`src/rtl/utf8d_pkg.sv`:
```
// Shared constants, types and lead-byte helper for the UTF-8 code point decoder.
package utf8d_pkg;

	localparam int BYTE_W = 8;
	localparam int CP_W   = 21;
	localparam int CNT_W  = 2;
	localparam int LEN_W  = 3;
	localparam int HOLD_DEPTH = 3;

	localparam logic [CP_W-1:0] REPLACEMENT_CP = 21'h00FFFD;

	localparam logic [LEN_W-1:0] LEN_NONE  = 3'd0;
	localparam logic [LEN_W-1:0] LEN_TWO   = 3'd2;
	localparam logic [LEN_W-1:0] LEN_THREE = 3'd3;
	localparam logic [LEN_W-1:0] LEN_FOUR  = 3'd4;

	typedef logic [BYTE_W-1:0] byte_t;
	typedef logic [CP_W-1:0]   cp_t;

	// Total sequence length opened by a lead byte, LEN_NONE if not a lead.
	function automatic logic [LEN_W-1:0] seq_len(input byte_t b);
		logic [LEN_W-1:0] len;
		len = LEN_NONE;
		if ((b & 8'hE0) == 8'hC0)
			len = LEN_TWO;
		else if ((b & 8'hF0) == 8'hE0)
			len = LEN_THREE;
		else if ((b & 8'hF8) == 8'hF0)
			len = LEN_FOUR;
		return len;
	endfunction

endpackage

```
`src/rtl/utf8_codepoint_decoder.sv`:
```
// Lenient UTF-8 byte stream to code point decoder, top level.
//
//   channel | direction | handshake           | payload
//   --------+-----------+---------------------+----------------------------------
//   in      | sink      | in_valid, in_stall  | data_byte, end_of_text
//   out     | source    | out_valid, out_stall| code_point, substituted, last
//
// Each accepted word is decoded in the cycle it is taken; its results land in
// a result register in the next cycle. Plain text, whose words give zero or
// one result each, runs at one byte per cycle while out_stall is low. A broken
// sequence or a flush gives up to three replacement words plus one tail word;
// these drain one per cycle while out_stall is low, and in_stall is held until
// the last leaves (or is leaving). Reset clears the held count, replacement
// count and tail flag; held bytes, only read once written, are not reset.
module utf8_codepoint_decoder
	import utf8d_pkg::*;
(
	input  logic             clk,
	input  logic             arst_n,
	// input byte channel
	input  logic             in_valid,
	output logic             in_stall,
	input  logic [BYTE_W-1:0] data_byte,
	input  logic             end_of_text,
	// code point channel
	output logic             out_valid,
	input  logic             out_stall,
	output logic [CP_W-1:0]  code_point,
	output logic             substituted,
	output logic             last
);

	// Decoder state: held lead and continuation bytes and how many are held.
	byte_t            held_q [HOLD_DEPTH];
	logic [CNT_W-1:0] held_cnt_q;

	// Result register: pending replacement count, then one optional tail word.
	logic [CNT_W-1:0] flush_cnt_s1;
	logic             tail_vld_s1;
	cp_t              tail_cp_s1;
	logic             tail_sub_s1;

	logic in_fire, out_fire, bundle_empty, draining_last;

	// ------------------------------------------------------------------
	// Output side: replacements for the flushed bytes go first, tail last.
	// ------------------------------------------------------------------
	assign bundle_empty = (flush_cnt_s1 == '0) && !tail_vld_s1;
	assign out_valid    = !bundle_empty;

	always_comb begin
		if (flush_cnt_s1 != '0) begin
			code_point  = REPLACEMENT_CP;
			substituted = 1'b1;
			last        = (flush_cnt_s1 == CNT_W'(1)) && !tail_vld_s1;
		end else begin
			code_point  = tail_cp_s1;
			substituted = tail_sub_s1;
			last        = 1'b1;
		end
	end

	assign out_fire      = out_valid && !out_stall;
	assign draining_last = out_fire && last;

	// Take a new byte when the result register is free or frees this cycle.
	assign in_stall = !(bundle_empty || draining_last);
	assign in_fire  = in_valid && !in_stall;

	// ------------------------------------------------------------------
	// Decode: one pass over the arriving byte and the held state.
	// ------------------------------------------------------------------
	logic             eot;
	logic             is_cont;
	logic [LEN_W-1:0] held_len, new_len;
	logic [LEN_W-1:0] cnt_plus1;
	cp_t              assembled;

	logic [CNT_W-1:0] nxt_flush;
	logic             nxt_tail_vld;
	cp_t              nxt_tail_cp;
	logic             nxt_tail_sub;
	logic [CNT_W-1:0] nxt_held_cnt;
	logic             wr_en;
	logic [CNT_W-1:0] wr_idx;

	assign eot       = end_of_text || (data_byte == '0);
	assign is_cont   = (data_byte[7:6] == 2'b10);
	assign held_len  = seq_len(held_q[0]);
	assign new_len   = seq_len(data_byte);
	assign cnt_plus1 = LEN_W'(held_cnt_q) + LEN_W'(1);

	// Payload bits of the completed sequence; the final byte supplies the low six.
	always_comb begin
		unique case (held_len)
			LEN_TWO:   assembled = CP_W'({held_q[0][4:0], data_byte[5:0]});
			LEN_THREE: assembled = CP_W'({held_q[0][3:0], held_q[1][5:0],
				data_byte[5:0]});
			default:   assembled = {held_q[0][2:0], held_q[1][5:0], held_q[2][5:0],
				data_byte[5:0]};
		endcase
	end

	always_comb begin
		nxt_flush    = '0;
		nxt_tail_vld = 1'b0;
		nxt_tail_cp  = CP_W'(data_byte);
		nxt_tail_sub = 1'b0;
		nxt_held_cnt = held_cnt_q;
		wr_en        = 1'b0;
		wr_idx       = '0;
		if (eot) begin
			// end of text or a NUL byte: every held byte turns into a replacement
			nxt_flush    = held_cnt_q;
			nxt_held_cnt = '0;
		end else if ((held_cnt_q != '0) && (held_len != LEN_NONE) && is_cont) begin
			if (cnt_plus1 >= held_len) begin
				nxt_tail_vld = 1'b1;
				nxt_tail_cp  = assembled;
				nxt_held_cnt = '0;
			end else begin
				wr_en        = 1'b1;
				wr_idx       = held_cnt_q;
				nxt_held_cnt = CNT_W'(cnt_plus1);
			end
		end else begin
			// broken sequence (if any) is flushed, then the byte is seen afresh
			nxt_flush    = held_cnt_q;
			nxt_held_cnt = '0;
			if (!data_byte[7]) begin
				nxt_tail_vld = 1'b1;
			end else if (new_len != LEN_NONE) begin
				wr_en        = 1'b1;
				wr_idx       = '0;
				nxt_held_cnt = CNT_W'(1);
			end else begin
				nxt_tail_vld = 1'b1;
				nxt_tail_cp  = REPLACEMENT_CP;
				nxt_tail_sub = 1'b1;
			end
		end
	end

	// ------------------------------------------------------------------
	// Registers
	// ------------------------------------------------------------------
	always_ff @(posedge clk or negedge arst_n) begin
		if (!arst_n) begin
			held_cnt_q   <= '0;
			flush_cnt_s1 <= '0;
			tail_vld_s1  <= 1'b0;
		end else begin
			if (in_fire) begin
				held_cnt_q   <= nxt_held_cnt;
				flush_cnt_s1 <= nxt_flush;
				tail_vld_s1  <= nxt_tail_vld;
			end else if (out_fire) begin
				if (flush_cnt_s1 != '0)
					flush_cnt_s1 <= flush_cnt_s1 - CNT_W'(1);
				else
					tail_vld_s1 <= 1'b0;
			end
		end
	end

	always_ff @(posedge clk) begin
		if (in_fire) begin
			tail_cp_s1  <= nxt_tail_cp;
			tail_sub_s1 <= nxt_tail_sub;
		end
	end

	always_ff @(posedge clk) begin
		if (in_fire && wr_en) begin
			unique case (wr_idx)
				2'd0:    held_q[0] <= data_byte;
				2'd1:    held_q[1] <= data_byte;
				default: held_q[2] <= data_byte;
			endcase
		end
	end

endmodule
```
`config.mk`:
```
export PLATFORM = sky130hd
export DESIGN_NAME = utf8_codepoint_decoder
export DESIGN_NICKNAME = d
export VERILOG_FILES = /design/src/rtl/utf8d_pkg.sv /design/src/rtl/utf8_codepoint_decoder.sv
export SDC_FILE = /design/constraint.sdc
export NUM_CORES = 1
export LEC_CHECK = 0
export BUFFER_PORTS_ARGS = -buffer_cell sky130_fd_sc_hd__buf_2
export CORE_MARGIN = 2
export CORE_UTILIZATION = 25
export CTS_CLUSTER_SIZE = 30
export DETAILED_ROUTE_END_ITERATION = 16
export GPL_ROUTABILITY_DRIVEN = 0
export GPL_TIMING_DRIVEN = 0
export PLACE_DENSITY = 0.43
export RECOVER_POWER = 25
export SYNTH_ARGS = -nofsm -noshare
export SYNTH_HDL_FRONTEND = slang
export SYNTH_SLANG_ARGS = --single-unit
```
`constraint.sdc`:
```
create_clock -name clk -period 3.75 [get_ports clk]
set_input_delay 0.75 -clock clk [delete_from_list [all_inputs] [get_ports clk]]
set_output_delay 0.75 -clock clk [all_outputs]
set_load 0.005 [all_outputs]
```
==> results.md, run 1 <==
- Worst slew margin: 31.1%
- Area delta synth->final: 17.7%
- Chip width: 101 um
- Fin crit period: 3.22 ns
- Total GRT Usage: 11.3%
- Layout cells sized above 1: 19.6%
- Main flop type after synthesis: edfxtp_1
- Tot Pwr: 1.52 mW
- Number of global-route vias before repair: 1,612
- Ys Warns: 0
- Placed Cells: 343
- Largest cells by area after synthesis: edfxtp_1 (54%), nand2b_1 (6.4%), dfrtp_1 (5.4%), ha_1 (3.8%), and2_1 (3.2%)
- Syn Std Cell Area: 0.00233 mm2
- CP startpoint kind: flop
- Cell Area, Placed: 0.00266 mm2
- Gr busiest metal: met2
- Post-Syn Instances: 195
- CP Class: reg -> reg
- Final Util: 30.0%
- Worst path required time: 3.68 ns
- Routed Antenna Nets: 0
- Unrepaired setup endpoints after global routing: false
- Vias: 1,599
- Crit path cell chain: nand2_1 > nor3b_2 > ha_1 > nor2b_1 > o21ai_1 > or4_1 > a21oi_1
- Post-Layout Cell Count: 351
- Fin crit share: 86.0%
- Crit end category: flop
- Design area: 0.00274 mm2
- Number of synthesized flops with an enable pin: 42
- Outcome: complete, no violations
- # setup viols final: 0
- Hold Slack: 0.299 ns
- Clock Skew: 0.00590 ns
- Postcts setup bufs: 0
- Final number of max-transition violations: 0
- Synth cell types: 41
- First-pass GRT wire length: 8740 um
- Sequential-to-total area share from yosys stat: 59.5%
- Initial antenna violation count: 0
- Post_cts resized: 0
- Post-synthesis adder-cell area fraction: 3.76%
- First-pass detailed-route iteration total: 4
- Simple-gate area share of the yosys netlist: 21.1%
- Clock transition at path regs: 0.08 ns
- GRT met2 Usage: 17.8%
- Setup TNS: 0 ns
- Met3 usage: 2.64%
- Via/cell ratio: 4.56
- Arr. time, crit path: 3.16 ns
- Hold_buf cts: 0
- F_max: 310 MHz
- DR WL/cell: 15.5 um
- # diodes: 0
- Worst slew pin tran: 1.03 ns
- Worst Path Max Fanout: 8
- IO Pins: 38
- Bufs on Longest Clock Path: 2
- CTS tree: built
- Die Y: 101 um
- Clock root cell: clkbuf_8
- Pre-CTS setup slack: 0.374 ns
- Core area: 0.00915 mm2
- Pin count of the biggest net entering global routing: 29
- 1st-iter DRT viols: 89
- # rows: 35
- Final WS setup: 0.525 ns
- Die area: 0.0101 mm2
- Worst skew pair latency: 0.30 ns
- Syn_area_per_cell: 12.0 um2
- H-tree depth: 2
- Mux cell area share after synthesis: 0%
- Leak: 1.01 nW
- Largest family of logic cells by synthesized area: simple AND/OR/NAND/NOR gates
- IO Port Bufs: 37
- GR Overflow Total: 0
- Post-synth top area share: 54.1%
- Initial core utilization: 25.5%
- Synth Area in XOR/XNOR: 0.376%
- Hpwl dp: 4000 um
- Hold Violations, Final: 0
- Min-delay worst type: in -> async
- Compound-Gate Fraction of Synth Area: 12.6%
- CTS Sinks: 47
- FFs w/ async S/R, synth: 10.6%
- Grt met1 use: 15.5%
- Yosys reg bits: 47
- PD cells: 556 mW/mm2
- Yosys top cell by area: edfxtp_1
- Crit path largest cell delay: 0.63 ns
- Max-cap violations: 0
- NumNets Final: 259
- DRC: 0
- VDD IR max: 0.183 mV
- Slowest cell on crit path: a21oi_1
- Syn nets: 215
- Total CTS buffers: 5
- Final wirelength: 5440 um
worst max-delay path: cells and delay by family (launching register included):
family	cells	cell delay [ns]
flip-flops	1	0.45
AO/OA/AOI/OAI	2	0.82
AND/OR/NAND/NOR	4	1.27
adder cells (fa/ha/maj)	1	0.32
logic make-up (layout without fill, tap and decap cells):
| logic type | after synthesis | in the layout |
|---|---|---|
| AND/OR/NAND/NOR | 78 | 78 |
| AO/OA/AOI/OAI | 47 | 47 |
| XOR/XNOR | 1 | 1 |
| flip-flops | 47 | 47 |
| adder cells (fa/ha/maj) | 7 | 7 |
| buffers and inverters | 15 | 60 |
cell usage after synthesis, types with 4 or more instances:
cell and count:
nand2_1 8, and2_1 12, nand3_1 4, buf_2 4, o22ai_1 4, a21oi_1 7
a22oi_1 5, ha_1 7, nand2b_1 24, edfxtp_1 42, o31ai_1 4, nor2_1 9
inv_1 8, dfrtp_1 5, o21ai_0 13
flip-flops by register name, indices dropped and copies added (netlist names):
name	count
flush_cnt_s1	2
held_cnt_q	2
held_q	20
tail_cp_s1	21
tail_sub_s1	1
tail_vld_s1	1
per-layer routing:
metal	routed length (um)	share of wire [%]	vias up
met5	0	0	-
met4	57	1.0	0
met3	228	4.2	4
li1	-	-	808
met2	2440	45	34
met1	2720	50	753
layout make-up:
type / count / area (um2)
Timing Repair Buffer: 37 / 174
Buffer: 7 / 31.3
Sequential cell: 47 / 1390
Multi-Input combinational cell: 133 / 871
Tap cell: 111 / 139
Inverter: 8 / 30.0
Clock buffer: 5 / 68.8
Fill cell: 944 / 6410
Clock inverter: 3 / 42.5
power breakdown:
part | switching [mW] | internal (mW) | leakage [nW]
Clock | 0.175 | 0.199 | 0.0562
Combinational | 0.261 | 0.188 | 0.499
Sequential | 0.0327 | 0.668 | 0.452
final timing paths:
| kind | start | end | slack, ns | depth (start not counted) |
|---|---|---|---|---|
| worst max-delay path | held_q[0][7] | held_q[0][0] | 0.53 | 7 |
| worst min-delay path | arst_n | held_cnt_q[0] | 0.30 | 1 |
| worst max register to register | held_q[0][7] | held_q[0][0] | 0.53 | 7 |
| worst min register to register | held_q[0][13] | tail_cp_s1[17] | 0.57 | 1 |
| max in group asynchronous | arst_n | tail_vld_s1 | 3.23 | 1 |
| min in group clk | held_q[0][13] | tail_cp_s1[17] | 0.57 | 1 |
cell usage in the layout (no fill, tap or decap), types with 2 or more instances in the layout:
| master | n |
|---|---|
| a22oi_1 | 5 |
| clkbuf_1 | 12 |
| o21ai_1 | 2 |
| or3_1 | 2 |
| nand2_1 | 8 |
| nor3b_1 | 2 |
| nor2_1 | 9 |
| a21o_1 | 3 |
| a31oi_1 | 3 |
| dfrtp_1 | 5 |
| clkbuf_8 | 5 |
| nand3_1 | 4 |
| o21ai_0 | 13 |
| or4_1 | 3 |
| nand3b_1 | 2 |
| ha_1 | 7 |
| and2_1 | 12 |
| nor2b_1 | 3 |
| a21oi_1 | 7 |
| inv_1 | 8 |
| nand2b_1 | 24 |
| buf_2 | 32 |
| o31ai_1 | 4 |
| o22ai_1 | 4 |
| edfxtp_1 | 42 |
Power figures use the tool's default switching activity.
==> run 2: changes to the inputs <==
--- a/config.mk
+++ b/config.mk
@@ -7,2 +7,3 @@
 export LEC_CHECK = 0
+export ABC_CLOCK_PERIOD_IN_PS = 3750
 export BUFFER_PORTS_ARGS = -buffer_cell sky130_fd_sc_hd__buf_2
@@ -10,2 +11,3 @@
 export CORE_UTILIZATION = 25
+export CTS_BUF_LIST = sky130_fd_sc_hd__clkbuf_4 sky130_fd_sc_hd__clkbuf_8
 export CTS_CLUSTER_SIZE = 30
==> constraint.sdc (replaced) <==
create_clock -name clk -period 3.75 [get_ports clk]
set_input_delay 0.1875 -clock clk [delete_from_list [all_inputs] [get_ports clk]]
set_output_delay 0.1875 -clock clk [all_outputs]
set_load 0.005 [all_outputs]
==> results.md, run 2 (synthesis results as in run 1) <==
- Clock power share: 24.5%
- Core area: 0.00915 mm2
- Crit Reg-Reg Endpoint: held_q[0][0]
- Clock root cell: clkbuf_8
- Setup TNS: 0 ns
- CP startpoint kind: flop
- Worst Path Max Fanout: 8
- Largest registers: tail_cp_s1 x21, held_q x20
- DR WL/cell: 15.5 um
- Area delta synth->final: 18.6%
- CTS Sinks: 47
- Via/cell ratio: 4.57
- Arr. time, crit path: 3.16 ns
- Die area: 0.0101 mm2
- Routed Antenna Nets: 0
- Sw frac: 30.9%
- Post_cts resized: 0
- First-pass GRT wire length: 8740 um
- Final wirelength: 5440 um
- Reg-to-reg startpoint: held_q[0][7]
- Clock Skew: 0.00545 ns
- Total CTS buffers: 5
- Hold Violations, Final: 0
- Met3 usage: 2.64%
- Worst skew pair latency: 0.30 ns
- Most common cell after layout, fill and taps aside: edfxtp_1
- Outcome: complete, no violations
- # rows: 35
- Layout cells sized above 1: 19.5%
- 1st-iter DRT viols: 84
- Grt met1 use: 15.5%
- GR Overflow Total: 0
- Gr busiest metal: met2
- Worst slew pin tran: 1.03 ns
- Bufs on Longest Clock Path: 2
- Crit path cell chain: nand2_1 > nor3b_2 > ha_1 > nor2b_1 > o21ai_1 > or4_1 > a21oi_1
- Final number of max-transition violations: 0
- VDD IR max: 0.183 mV
- Min-delay worst type: in -> reg
- PD cells: 552 mW/mm2
- Max-cap violations: 0
- Crit path launch: held_q[0][7]
- Comb power frac: 29.5%
- Max reg flops: 21
- # setup viols final: 0
- Seq pwr share: 45.9%
- Unrepaired setup endpoints after global routing: false
- Post-Layout Cell Count: 352
- Crit end category: flop
- Fin crit share: 86.0%
- Net load switching power: 0.471 mW
- GRT met2 Usage: 17.8%
- # diodes: 0
- H-tree depth: 2
- Clock transition at path regs: 0.09 ns
- Die Y: 101 um
- Number of global-route vias before repair: 1,612
- Vias: 1,610
- First-pass detailed-route iteration total: 4
- CTS tree: built
- Chip width: 101 um
- Cell internal pwr: 1.06 mW
- End of the critical path: held_q[0][0]
- Crit path largest cell delay: 0.63 ns
- Total GRT Usage: 11.3%
- DRC: 0
- Pin count of the biggest net entering global routing: 29
- Initial core utilization: 25.5%
- Placed Cells: 343
- Largest Register: tail_cp_s1
- F_max: 310 MHz
- Hold Crit Start: data_byte[0]
- R2R cell count: 7
- Hold Slack: 0.223 ns
- Most frequent cells in the layout: edfxtp_1 (42), buf_2 (31), nand2b_1 (24), clkbuf_1 (13), o21ai_0 (13)
- Initial antenna violation count: 0
- Worst slew margin: 30.9%
- Leak: 1.02 nW
- CP Class: reg -> reg
- Fin crit period: 3.22 ns
- R2R Setup Slk: 0.53 ns
- IO Port Bufs: 37
- NumNets Final: 260
- Final Util: 30.2%
- Hold depth: 1
- Hpwl dp: 4000 um
- Slowest cell on crit path: a21oi_1
- IO Pins: 38
- Worst path required time: 3.69 ns
run 2: cell count changes in the layout (fill, tap and decap cells not counted), sizes merged:
cell,before,now
dlygate4sd3,0,1
clkbuf,17,18
buf,32,31
run 2: critical path: cells and delay by family (launching register included):
kind                     cells  cell delay, ns
AO/OA/AOI/OAI                2            0.82
adder cells (fa/ha/maj)      1            0.32
flip-flops                   1            0.45
AND/OR/NAND/NOR              4            1.27
run 2: per-stage QoR:
stage | cell area (um2) | worst slack [ns] | power [mW]
final | 2760 | 0.525 | 1.53
after global routing | 2760 | 0.274 | 1.64
after CTS | 2780 | 0.481 | 1.56
after detailed placement | 2660 | 0.493 | 1.18
after global placement | 2660 | 0.468 | 1.18
after floorplan | 2330 | 1.05 | 0.981
run 2: worst min path at each step:
stage                                 end  slack [ns]
final                       held_q[0][16]        0.22
after global routing        held_q[0][16]        0.23
after CTS                   held_q[0][16]        0.13
after detailed placement    held_cnt_q[0]        0.02
after global placement      held_cnt_q[0]        0.01
after floorplan           flush_cnt_s1[0]       -0.11
run 2: layout make-up:
class                      count  area [um2]
tap                          111         139
sequential                    47        1390
timing repair buffer          38         183
clock inverter                 3        42.5
inverter                       8        30.0
fill                         942        6390
multi-input combinational    133         883
clock buffer                   5        68.8
buffer                         7        31.3
run 2: metal layers:
metal  part of all wire (%)  vias to the layer above
met5                      0                        -
met4                    1.0                        0
met3                    4.6                        4
met2                     45                       37
met1                     49                      757
li1                       -                      812
run 2: timing repair:
item,in CTS,in global routing
hold endpoints to repair,5,0
hold buffers,1,0
buffers inserted,0,0
run 2: power by group through the flow:
stage               clock, mW  sequential (mW)  combinational (mW)
finish                  0.375            0.701               0.451
detailed placement          0            0.714               0.467
global placement            0            0.715               0.464
CTS                     0.387            0.702               0.470
floorplan                   0            0.702               0.279
global route            0.401            0.715               0.525
